==> src/rtl/i2cs_pkg.sv <==
`timescale 1ns / 1ps

package i2cs_pkg;

  localparam int LEN_WIDTH   = 16;
  localparam int QUEUE_DEPTH = 2;
  localparam int QPTR_W      = (QUEUE_DEPTH > 1) ? $clog2(QUEUE_DEPTH) : 1;
  localparam int QCNT_W      = $clog2(QUEUE_DEPTH + 1);

  localparam logic [6:0] ADDR_MASK = 7'h7F;

  typedef enum logic [1:0] {
    OP_SEND  = 2'd0,
    OP_RECV  = 2'd1,
    OP_EVENT = 2'd2,
    OP_ERROR = 2'd3
  } op_e;

  typedef enum logic [1:0] {
    ST_READY = 2'd0,
    ST_TX    = 2'd1,
    ST_RX    = 2'd2
  } xfer_state_e;

  // interrupt enable bits
  localparam int EN_EVT = 0;
  localparam int EN_BUF = 1;
  localparam int EN_ERR = 2;

  typedef struct packed {
    logic start_sent;
    logic addr_sent;
    logic stop_det;
    logic byte_done;
    logic rx_not_empty;
    logic tx_empty;
  } evt_t;

  typedef struct packed {
    op_e                  op;
    logic [LEN_WIDTH-1:0] len;
    logic [6:0]           addr;
    logic                 rep_start;
    evt_t                 evt;
    logic [4:0]           err;
    logic                 master;
    logic                 transmitter;
    logic [7:0]           tx_data;
    logic [7:0]           rx_data;
  } item_t;

  typedef struct packed {
    logic [2:0]  irq_enables;
    logic [9:0]  app_events;
    logic [7:0]  rx_byte;
    logic        rx_byte_valid;
    logic        ack_bit;
    logic        gen_stop;
    logic        gen_start;
    logic [7:0]  data_write;
    logic        data_write_valid;
    logic [1:0]  prior_state;
  } result_t;

  typedef struct packed {
    logic full;
    logic empty;
  } q_status_t;

endpackage

==> src/rtl/i2cs_front.sv <==
`timescale 1ns / 1ps

module i2cs_front (
  input  logic              s_axis_tvalid,
  output logic              s_axis_tready,
  // length[15:0], slave_addr[22:16], repeated_start[23], event_flags[29:24],
  // error_flags[34:30], master_mode[35], transmitter_mode[36], tx_data[44:37],
  // rx_data[52:45]
  input  logic [55:0]       s_axis_tdata,
  // operation[1:0]
  input  logic [1:0]        s_axis_tuser,
  input  i2cs_pkg::q_status_t q_status_i,
  output logic              push_o,
  output i2cs_pkg::item_t   item_o
);
  import i2cs_pkg::*;

  logic [15:0] len_raw;

  assign s_axis_tready = ~q_status_i.full;
  assign push_o        = s_axis_tvalid & ~q_status_i.full;
  assign len_raw       = s_axis_tdata[15:0];

  always_comb begin
    item_o.op          = op_e'(s_axis_tuser);
    item_o.len         = LEN_WIDTH'(len_raw);
    item_o.addr        = s_axis_tdata[22:16] & ADDR_MASK;
    item_o.rep_start   = s_axis_tdata[23];
    item_o.evt         = evt_t'({s_axis_tdata[24], s_axis_tdata[25], s_axis_tdata[26],
                                 s_axis_tdata[27], s_axis_tdata[28], s_axis_tdata[29]});
    item_o.err         = s_axis_tdata[34:30];
    item_o.master      = s_axis_tdata[35];
    item_o.transmitter = s_axis_tdata[36];
    item_o.tx_data     = s_axis_tdata[44:37];
    item_o.rx_data     = s_axis_tdata[52:45];
  end

endmodule

==> src/rtl/i2cs_queue.sv <==
`timescale 1ns / 1ps

module i2cs_queue (
  input  logic                clk_i,
  input  logic                rst_ni,
  input  logic                push_i,
  input  i2cs_pkg::item_t     item_i,
  input  logic                pop_i,
  output i2cs_pkg::item_t     item_o,
  output i2cs_pkg::q_status_t status_o
);
  import i2cs_pkg::*;

  item_t             mem_q [QUEUE_DEPTH];
  logic [QPTR_W-1:0] wr_ptr_q, wr_ptr_d;
  logic [QPTR_W-1:0] rd_ptr_q, rd_ptr_d;
  logic [QCNT_W-1:0] cnt_q, cnt_d;

  function automatic logic [QPTR_W-1:0] wrap_inc(input logic [QPTR_W-1:0] p);
    if (p == QPTR_W'(QUEUE_DEPTH - 1)) begin
      return '0;
    end
    return p + QPTR_W'(1);
  endfunction

  assign status_o.full  = (cnt_q == QCNT_W'(QUEUE_DEPTH));
  assign status_o.empty = (cnt_q == '0);
  assign item_o         = mem_q[rd_ptr_q];

  always_comb begin
    wr_ptr_d = push_i ? wrap_inc(wr_ptr_q) : wr_ptr_q;
    rd_ptr_d = pop_i ? wrap_inc(rd_ptr_q) : rd_ptr_q;
    cnt_d    = cnt_q;
    if (push_i && !pop_i) begin
      cnt_d = cnt_q + QCNT_W'(1);
    end else if (pop_i && !push_i) begin
      cnt_d = cnt_q - QCNT_W'(1);
    end
  end

  always_ff @(posedge clk_i or negedge rst_ni) begin
    if (!rst_ni) begin
      wr_ptr_q <= '0;
      rd_ptr_q <= '0;
      cnt_q    <= '0;
    end else begin
      wr_ptr_q <= wr_ptr_d;
      rd_ptr_q <= rd_ptr_d;
      cnt_q    <= cnt_d;
    end
  end

  always_ff @(posedge clk_i) begin
    if (push_i) begin
      mem_q[wr_ptr_q] <= item_i;
    end
  end

endmodule

==> src/rtl/i2cs_exec.sv <==
`timescale 1ns / 1ps

module i2cs_exec (
  input  logic                clk_i,
  input  logic                rst_ni,
  input  logic                cfg_we_i,
  input  logic                cfg_wdata_i,
  input  i2cs_pkg::q_status_t q_status_i,
  input  i2cs_pkg::item_t     item_i,
  output logic                pop_o,
  output logic                m_axis_tvalid,
  input  logic                m_axis_tready,
  output i2cs_pkg::result_t   result_o
);
  import i2cs_pkg::*;

  localparam logic [LEN_WIDTH-1:0] ONE = LEN_WIDTH'(1);
  localparam logic [LEN_WIDTH-1:0] TWO = LEN_WIDTH'(2);

  xfer_state_e          st_q, st_d;
  logic [LEN_WIDTH-1:0] rem_q, rem_d;
  logic [LEN_WIDTH-1:0] tot_q, tot_d;
  logic [6:0]           addr_q, addr_d;
  logic                 keep_q, keep_d;
  logic                 ack_q, ack_d;
  logic [2:0]           en_q, en_d;
  logic                 ack_en_q;
  logic                 out_valid_q;
  result_t              res_q, res_d;
  logic                 fire;

  assign fire          = ~q_status_i.empty & (~out_valid_q | m_axis_tready);
  assign pop_o         = fire;
  assign m_axis_tvalid = out_valid_q;
  assign result_o      = res_q;

  always_comb begin
    st_d   = st_q;
    rem_d  = rem_q;
    tot_d  = tot_q;
    addr_d = addr_q;
    keep_d = keep_q;
    ack_d  = ack_q;
    en_d   = en_q;
    res_d  = '0;
    res_d.prior_state = st_q;

    case (item_i.op)
      OP_SEND, OP_RECV: begin
        if (st_q != ST_TX && st_q != ST_RX) begin
          rem_d = item_i.len;
          if (item_i.op == OP_RECV) begin
            tot_d = item_i.len;
          end
          addr_d = item_i.addr;
          keep_d = item_i.rep_start;
          st_d   = (item_i.op == OP_SEND) ? ST_TX : ST_RX;
          res_d.gen_start = 1'b1;
          en_d   = 3'b111;
        end
      end
      OP_EVENT: begin
        if (en_d[EN_EVT]) begin
          if (item_i.evt.start_sent) begin
            res_d.data_write_valid = 1'b1;
            res_d.data_write = {addr_d, (st_d == ST_RX)};
          end
          if (item_i.evt.addr_sent && item_i.master && st_d == ST_RX && rem_d == ONE) begin
            ack_d = 1'b0;
          end
          if (item_i.evt.stop_det && st_d == ST_RX) begin
            res_d.app_events[4] = 1'b1;
          end
          if (item_i.evt.byte_done && st_d == ST_TX && rem_d == '0) begin
            if (!keep_d) begin
              res_d.gen_stop = 1'b1;
            end
            en_d  = '0;
            rem_d = '0;
            st_d  = ST_READY;
            res_d.app_events[0] = 1'b1;
          end
          if (en_d[EN_BUF]) begin
            if (item_i.evt.rx_not_empty) begin
              if (item_i.master) begin
                if (st_d == ST_RX) begin
                  if (tot_d == ONE) begin
                    if (!keep_d) begin
                      res_d.gen_stop = 1'b1;
                    end
                    res_d.rx_byte_valid = 1'b1;
                    res_d.rx_byte = item_i.rx_data;
                    if (rem_d != '0) begin
                      rem_d = rem_d - ONE;
                    end
                  end else if (tot_d > ONE && rem_d != '0) begin
                    if (rem_d == TWO) begin
                      ack_d = 1'b0;
                    end
                    res_d.rx_byte_valid = 1'b1;
                    res_d.rx_byte = item_i.rx_data;
                    rem_d = rem_d - ONE;
                  end
                  if (rem_d == '0) begin
                    if (!keep_d) begin
                      res_d.gen_stop = 1'b1;
                    end
                    en_d  = '0;
                    rem_d = '0;
                    tot_d = '0;
                    st_d  = ST_READY;
                    if (ack_en_q) begin
                      ack_d = 1'b1;
                    end
                    res_d.app_events[1] = 1'b1;
                  end
                end
              end else if (!item_i.transmitter) begin
                res_d.app_events[3] = 1'b1;
              end
            end
            if (item_i.evt.tx_empty) begin
              if (item_i.master) begin
                if (st_d == ST_TX && rem_d != '0) begin
                  res_d.data_write_valid = 1'b1;
                  res_d.data_write = item_i.tx_data;
                  rem_d = rem_d - ONE;
                end
              end else if (item_i.transmitter) begin
                res_d.app_events[2] = 1'b1;
              end
            end
          end
        end
      end
      OP_ERROR: begin
        if (en_d[EN_ERR]) begin
          res_d.app_events[9:5] = item_i.err;
        end
      end
      default: begin
      end
    endcase

    res_d.ack_bit     = ack_d;
    res_d.irq_enables = en_d;
  end

  always_ff @(posedge clk_i or negedge rst_ni) begin
    if (!rst_ni) begin
      st_q        <= ST_READY;
      rem_q       <= '0;
      tot_q       <= '0;
      addr_q      <= '0;
      keep_q      <= 1'b0;
      ack_q       <= 1'b1;
      en_q        <= '0;
      ack_en_q    <= 1'b1;
      out_valid_q <= 1'b0;
    end else begin
      if (cfg_we_i) begin
        ack_en_q <= cfg_wdata_i;
      end
      if (fire) begin
        st_q   <= st_d;
        rem_q  <= rem_d;
        tot_q  <= tot_d;
        addr_q <= addr_d;
        keep_q <= keep_d;
        ack_q  <= ack_d;
        en_q   <= en_d;
        out_valid_q <= 1'b1;
      end else if (m_axis_tready) begin
        out_valid_q <= 1'b0;
      end
    end
  end

  always_ff @(posedge clk_i) begin
    if (fire) begin
      res_q <= res_d;
    end
  end

endmodule

==> src/rtl/i2c_interrupt_transfer_sequencer.sv <==
`timescale 1ns / 1ps
// A request accepted at the input is written into the queue; the execute stage then
// loads its result into the output register, from which the result is offered.
// Throughput: one request per cycle while m_axis_tready takes each result; the transfer
// registers in the execute stage are updated each time a request is executed.
// Reset: transfer ready, counters and address clear, ack level 1, ack_enable 1,
// interrupts off, queue and output empty.

module i2c_interrupt_transfer_sequencer (
  input  logic        clk_i,
  input  logic        rst_ni,
  input  logic        cfg_we_i,
  input  logic        cfg_wdata_i,
  input  logic        s_axis_tvalid,
  output logic        s_axis_tready,
  // length[15:0], slave_addr[22:16], repeated_start[23], event_flags[29:24],
  // error_flags[34:30], master_mode[35], transmitter_mode[36], tx_data[44:37],
  // rx_data[52:45]
  input  logic [55:0] s_axis_tdata,
  // operation[1:0]
  input  logic [1:0]  s_axis_tuser,
  output logic        m_axis_tvalid,
  input  logic        m_axis_tready,
  // prior_state[1:0], data_write_valid[2], data_write[10:3], gen_start[11],
  // gen_stop[12], ack_bit[13], rx_byte_valid[14], rx_byte[22:15],
  // app_events[32:23], irq_enables[35:33]
  output logic [39:0] m_axis_tdata
);
  import i2cs_pkg::*;

  q_status_t q_status;
  item_t     front_item;
  item_t     head_item;
  logic      push;
  logic      pop;
  result_t   result;

  i2cs_front u_front (
    .s_axis_tvalid (s_axis_tvalid),
    .s_axis_tready (s_axis_tready),
    .s_axis_tdata  (s_axis_tdata),
    .s_axis_tuser  (s_axis_tuser),
    .q_status_i    (q_status),
    .push_o        (push),
    .item_o        (front_item)
  );

  i2cs_queue u_queue (
    .clk_i    (clk_i),
    .rst_ni   (rst_ni),
    .push_i   (push),
    .item_i   (front_item),
    .pop_i    (pop),
    .item_o   (head_item),
    .status_o (q_status)
  );

  i2cs_exec u_exec (
    .clk_i         (clk_i),
    .rst_ni        (rst_ni),
    .cfg_we_i      (cfg_we_i),
    .cfg_wdata_i   (cfg_wdata_i),
    .q_status_i    (q_status),
    .item_i        (head_item),
    .pop_o         (pop),
    .m_axis_tvalid (m_axis_tvalid),
    .m_axis_tready (m_axis_tready),
    .result_o      (result)
  );

  assign m_axis_tdata = {4'b0000, result};

endmodule

==> config.mk <==
export PLATFORM = sky130hd
export DESIGN_NAME = i2c_interrupt_transfer_sequencer
export DESIGN_NICKNAME = d
export VERILOG_FILES = /design/src/rtl/i2cs_pkg.sv /design/src/rtl/i2cs_front.sv /design/src/rtl/i2cs_queue.sv /design/src/rtl/i2cs_exec.sv /design/src/rtl/i2c_interrupt_transfer_sequencer.sv
export SDC_FILE = /design/constraint.sdc
export NUM_CORES = 1
export LEC_CHECK = 0
export BUFFER_PORTS_ARGS = -buffer_cell sky130_fd_sc_hd__buf_2
export CAP_MARGIN = 20
export CORE_MARGIN = 5
export CORE_UTILIZATION = 40
export CTS_CLUSTER_SIZE = 20
export DETAILED_ROUTE_END_ITERATION = 12
export PLACE_DENSITY = 0.55
export RECOVER_POWER = 50
export SYNTH_ARGS = -nofsm -noshare
export SYNTH_HDL_FRONTEND = slang
export SYNTH_SLANG_ARGS = --single-unit
==> constraint.sdc <==
create_clock -name clk_i -period 4.9 [get_ports clk_i]
set_input_delay 0.98 -clock clk_i [delete_from_list [all_inputs] [get_ports clk_i]]
set_output_delay 0.98 -clock clk_i [all_outputs]
set_load 0.02 [all_outputs]
[Yosys cells after proc, flatten, opt, wreduce, memory -nomap -nowiden]
Memories as Yosys holds them, arrays and structs flattened.
Cells that the tools add are included.
Storage, ports and cells
  register bits after elaboration: 88
  RAM bits: 110
  bits of input ports: 64
  output and inout port bits: 42
  logic and storage cells: 205
  memories: 1
Operators by class
  add/sub/neg operators: 6
  magnitude comparators: 1
  eq/ne operators: 21
  multiplexer cells: 108
  bitwise logic cells: 11
  reduce and logical (&&, ||, !) cells: 31
Memory list
  u_queue.mem_q: depth 2, bits a word 55, read ports 1, clocked after memory_dff 0, write ports 1, line i2cs_queue.sv:14  | item_t mem_q [QUEUE_DEPTH];
Operators by type and width (number)
  two-way mux 16 bit: 33
  case mux 16 bit (2 select lines): 2
  two-way mux 9 bit: 7
  two-way mux 1 bit: 38
  == test 16 x 1 -> 1 bit, second input constant: 2
  logical NOT 16 bit: 2
  two-way mux 2 bit: 16
  nonzero test 16 bit: 2
  subtractor 16 x 1 -> 16 bit, second input constant: 2
  two-way mux 3 bit: 10
  == test 16 x 2 -> 1 bit, second input constant: 1
  > comparator 16 x 1 -> 1 bit, second input constant: 1
  != test 2 x 1 -> 1 bit, second input constant: 8
  logical AND 1 bit: 11
  == test 2 bit, second input constant: 5
  AND reduction 10 bit: 1
  OR reduction 5 bit: 2
  NOT 1 bit: 8
  == test 2 x 1 -> 1 bit, second input constant: 3
  case mux 3 bit (2 select lines): 1
  AND reduction 6 bit: 1
  nonzero test 2 bit: 3
  logical NOT 2 bit: 2
  != test 2 bit, second input constant: 2
  other kinds (11): 15

[Depth between registers and ports, before layout]
  word-level depth: 32
  mapped depth: 18
  mapped depth without buffers: 16

[By module]
Synthesis repeated with hierarchy kept, for this count alone.
Second synthesis, totals
  cells, all modules: 743
  area, all modules: 9770.6 µm²
By module, submodules not included
  i2cs_exec: instances 1, cells each 494, area an instance 4993.5 µm², seq. area each 2284.7 µm²
  i2cs_queue: instances 1, cells each 187, area an instance 4320.4 µm², seq. area each 3403.3 µm²
  i2cs_front: instances 1, cells each 57, area an instance 422.9 µm², seq. area each 0.0 µm²
  i2c_interrupt_transfer_sequencer: instances 1, cells each 5, area an instance 33.8 µm², seq. area each 0.0 µm²

[Worst setup path before layout]
Ideal clock, no wire load.
  kind: input to register
  start point: input s_axis_tvalid
  end point: memory u_queue.mem_q[0][0] (netlist bit), enable pin
  setup time: 0.468 ns
  arrival time: 3.381 ns
  data required time: 4.432 ns
  path slack: 1.051 ns
  cell stages on the path: 2
  path buffers: 0
  cells stage by stage: nand2_1 > nor2_1
Between the ends
  word-level cells in the longest chain between the ends: 3
RTL lines
  start: declaration: line i2c_interrupt_transfer_sequencer.sv:14  | input logic s_axis_tvalid,
  bitwise AND 1 bit: line i2cs_front.sv:21  | assign push_o = s_axis_tvalid & ~q_status_i.full;
  two-way mux 1 bit: line i2cs_queue.sv:54  | if (push_i) begin
  two-way mux 1 bit (not written as such): line i2cs_queue.sv:55  | mem_q[wr_ptr_q] <= item_i;
  end: declaration: line i2cs_queue.sv:14
Every way passes these cells.

[Worst setup path in the final report]
  start point: register u_exec.rem_q[0]
  end point: register u_exec.res_q, in the netlist u_exec.result_o[4] (data pin)
Between the ends
  word-level cells in the longest chain between the ends: 29
  elaborated cells on any way between the ends: 46
  those cells by class: add/sub: 1; eq/ne: 2; mux: 36; reduce/logical: 7
RTL lines
  start: declaration: line i2cs_exec.sv:21  | logic [LEN_WIDTH-1:0] rem_q, rem_d;
  start signal: assignment: line i2cs_exec.sv:166  | rem_q <= rem_d;
  branches (longest 28 deep; another with subtractor 16 x 1 -> 16 bit)
  two-way mux 9 bit (*): line i2cs_exec.sv:83  | if (en_d[EN_BUF]) begin
  end signal: assignment: line i2cs_exec.sv:181  | res_q <= res_d;
  end: declaration: line i2cs_exec.sv:29  | result_t res_q, res_d;
Mark *: on every way between the ends. The select of a mux whose other input is x is not followed.
A chain may end at the register's enable or synchronous reset.

==> summary.txt <==
Clock Skew - 0.0182 ns
H-tree depth - 4
FMAX - 0.249 GHz
Filler cells - 2,192
Synth top area share - 46.3%
Placer Congestion - 0.914
max-cap violation count - 3
initial antenna violation count - 1
DR vias/cell - 5.55
dpl ws - 0.921 ns
core box area - 23,400 sq um
ys flop type - edfxtp_1
initial core utilization - 40.5%
EDFF count, synth - 146
HPWL Detailed - 16,500 um
final setup violation count - 0
clk_lat worst skew - 0.43 ns
Iter 0 DRT Violations - 503
Sink Count - 198
HP Class - reg2reg
critical path startpoint category - register
multi-input logic area - 3490 sq um
Syn Area/Cell - 12.1 sq um
Final #Nets - 953
Routed Antenna Nets - 0
Longest Clk Path Bufs - 2
synthesized area - 9470 sq um
diode count - 0
number of buffers added on ports - 98
failing checks - capacitance limit, slew limit
Critical Path End Type - register
first-pass GRT wire length - 37,000 um
commonest cells after routing, fill and taps aside - edfxtp_1, nor2_1, buf_2, nand2_1, dfrtp_1
Reg area - 5690 sq um
area delta synth->final - 15.4%
Routed Wire Length - 23,200 um
Crit Path Class - reg2reg
dominant cells by area after synthesis - edfxtp_1, dfrtp_1, mux2i_1
die width - 164 um
PwrDens - 444 nW/um^2
# resized after CTS - 0
boundary pin count - 106
Die Ht - 164 um
1st-pass router iterations - 8
final worst path period need - 4.02 ns
worst slew pin tran - 3.05 ns
Die ar. - 26,900 sq um
num rows - 56
CP Data Arrival Time - 4.28 ns
VDD IR max - 0.227 mV
final hold vios - 0
CTS tree - built
sequential share of the synthesized area - 60.1%
Non-Filler Instances - 1,215
Synth Register Bits - 198
Synth cell types - 78
worst hold slack - 0.485 ns
Reg clk slew, reported paths - 0.08 ns
Num CTS Buffers - 17
Post-CTS Setup Bufs - 0
run status - complete, but fails checks
total leakage power - 0.00422 uW
Final period util - 82.1%
Slew Viols, Final - 110
fraction of registers with async set/reset - 26.3%
DP Cell Count - 1,183
Worst EP required - 5.16 ns
global route overflow - 0
DRC viols - 0
share of post-route cells with drive strength above 1 - 19.4%
largest net degree at the start of global routing - 53
Post-Syn Instances - 782
normalized max-slew margin - -104%
CTS Hold Buffers Added - 0
Setup TNS Final - 0 ns
Via Count - 6,749
largest area contributor in the synthesized netlist - edfxtp_1
Critical Path Fanout Max - 17
CTS Root Cell - clkbuf_16
Synthesis Warnings - 0
post-DR wirelength/cell - 19.1 um
GRT Overall Usage - 17.7%
setup ws final - 0.879 ns
vias in the first global route - 6,485
commonest non-fill, non-tap cell in the layout - edfxtp_1
unrepaired setup endpoints after global routing - no
[path summary, 6_finish.rpt]
check                                             startpoint                                to  slack, ns  cells past startpoint
min in group asynchronous                             rst_ni      u_exec.rem_q[15]$_DFFE_PN0P_       1.63                      2
worst max-delay path             u_exec.rem_q[0]$_DFFE_PN0P_  u_exec.result_o[4]$_SDFFCE_PN0P_       0.88                     17
worst min-delay path            u_exec.addr_q[6]$_DFFE_PN0P_      u_exec.addr_q[6]$_DFFE_PN0P_       0.48                      2
worst min register to register  u_exec.addr_q[6]$_DFFE_PN0P_      u_exec.addr_q[6]$_DFFE_PN0P_       0.48                      2
max in group asynchronous                             rst_ni      u_queue.rd_ptr_q$_DFFE_PN0P_       1.27                      2
worst max register to register   u_exec.rem_q[0]$_DFFE_PN0P_  u_exec.result_o[4]$_SDFFCE_PN0P_       0.88                     17
[worst max-delay path: stages, from the launching register on]
cell      delay, ns
dfrtp_1        0.38
inv_1          0.08
ha_1           0.26
nor3b_2        0.41
and4_1         0.41
nor2_1         0.10
nand2_1        0.18
nor2_1         0.06
a21oi_1        0.17
ha_1           0.21
inv_1          0.08
a311oi_1       0.25
a32o_1         0.26
o21a_2         0.31
a311oi_2       0.16
buf_4          0.23
nand3b_1       0.17
a21oi_1        0.14
[per-stage QoR]
stage | area (sq um) | utilization (%) | total power, uW
floorplan | 9480 | - | 3110
CTS | 11000 | 46.9 | 4920
finish | 10900 | 46.7 | 4850
global route | 10900 | 46.7 | 5090
global placement | 10400 | 44.3 | 3490
detailed placement | 10400 | 44.3 | 3500
[layout make-up]
class,instances,share of cell area [%]
clock buffers,17,3.89
clock inverters,15,1.74
inverters,14,0.481
multi-input cells,524,32.0
flip-flops and latches,198,52.0
well taps,319,3.65
repair buffers,128,6.24
[Yosys cell counts (6+ instances only)]
| master | instances |
|---|---|
| a21oi_1 | 37 |
| a311oi_1 | 9 |
| a31oi_1 | 14 |
| and4_1 | 7 |
| buf_2 | 13 |
| buf_4 | 7 |
| clkbuf_1 | 26 |
| dfrtp_1 | 50 |
| edfxtp_1 | 146 |
| ha_1 | 6 |
| inv_1 | 14 |
| mux2_2 | 17 |
| mux2i_1 | 45 |
| nand2_1 | 60 |
| nand2b_1 | 7 |
| nand3_1 | 15 |
| nand3b_1 | 11 |
| nand4_1 | 12 |
| nor2_1 | 92 |
| nor3_1 | 17 |
| o21ai_0 | 27 |
| o21ai_1 | 7 |
| o221ai_1 | 8 |
| or3_1 | 7 |
| xnor2_1 | 6 |
| xor2_1 | 8 |
[metal layers]
| metal | part of all wire, % | vias to the layer above | GRT usage (%) |
|---|---|---|---|
| met5 | 0.047 | - | 0 |
| met4 | 1.3 | 2 | 4.50 |
| met3 | 5.4 | 25 | 3.26 |
| met2 | 46 | 202 | 26.6 |
| met1 | 48 | 3353 | 26.5 |
| li1 | - | 3167 | - |
[power breakdown]
group          total (uW)  switching, uW  internal, uW  leakage, uW
Combinational        1130            772           362      0.00185
Clock                1420            717           702     0.000293
Sequential           2290           94.6          2200      0.00208
[registers in the layout (all words and copies together) (netlist names), 2 cells and up]
signal	cells
u_queue.mem_q	110
u_exec.result_o	36
u_exec.rem_q	16
u_exec.tot_q	16
u_exec.addr_q	7
u_exec.en_q	3
u_exec.st_q	2
u_queue.cnt_q	2
[cells by family after synthesis]
family	Yosys count	synth area share, %
buffers and inverters	63	3.18
multiplexers	63	6.94
adder cells (fa/ha/maj)	6	0.793
other	1	0.0396
XOR/XNOR	14	1.29
AO/OA/AOI/OAI	168	12.7
flip-flops	198	60.1
AND/OR/NAND/NOR	269	15.0
(Power assumes the default switching activity.)
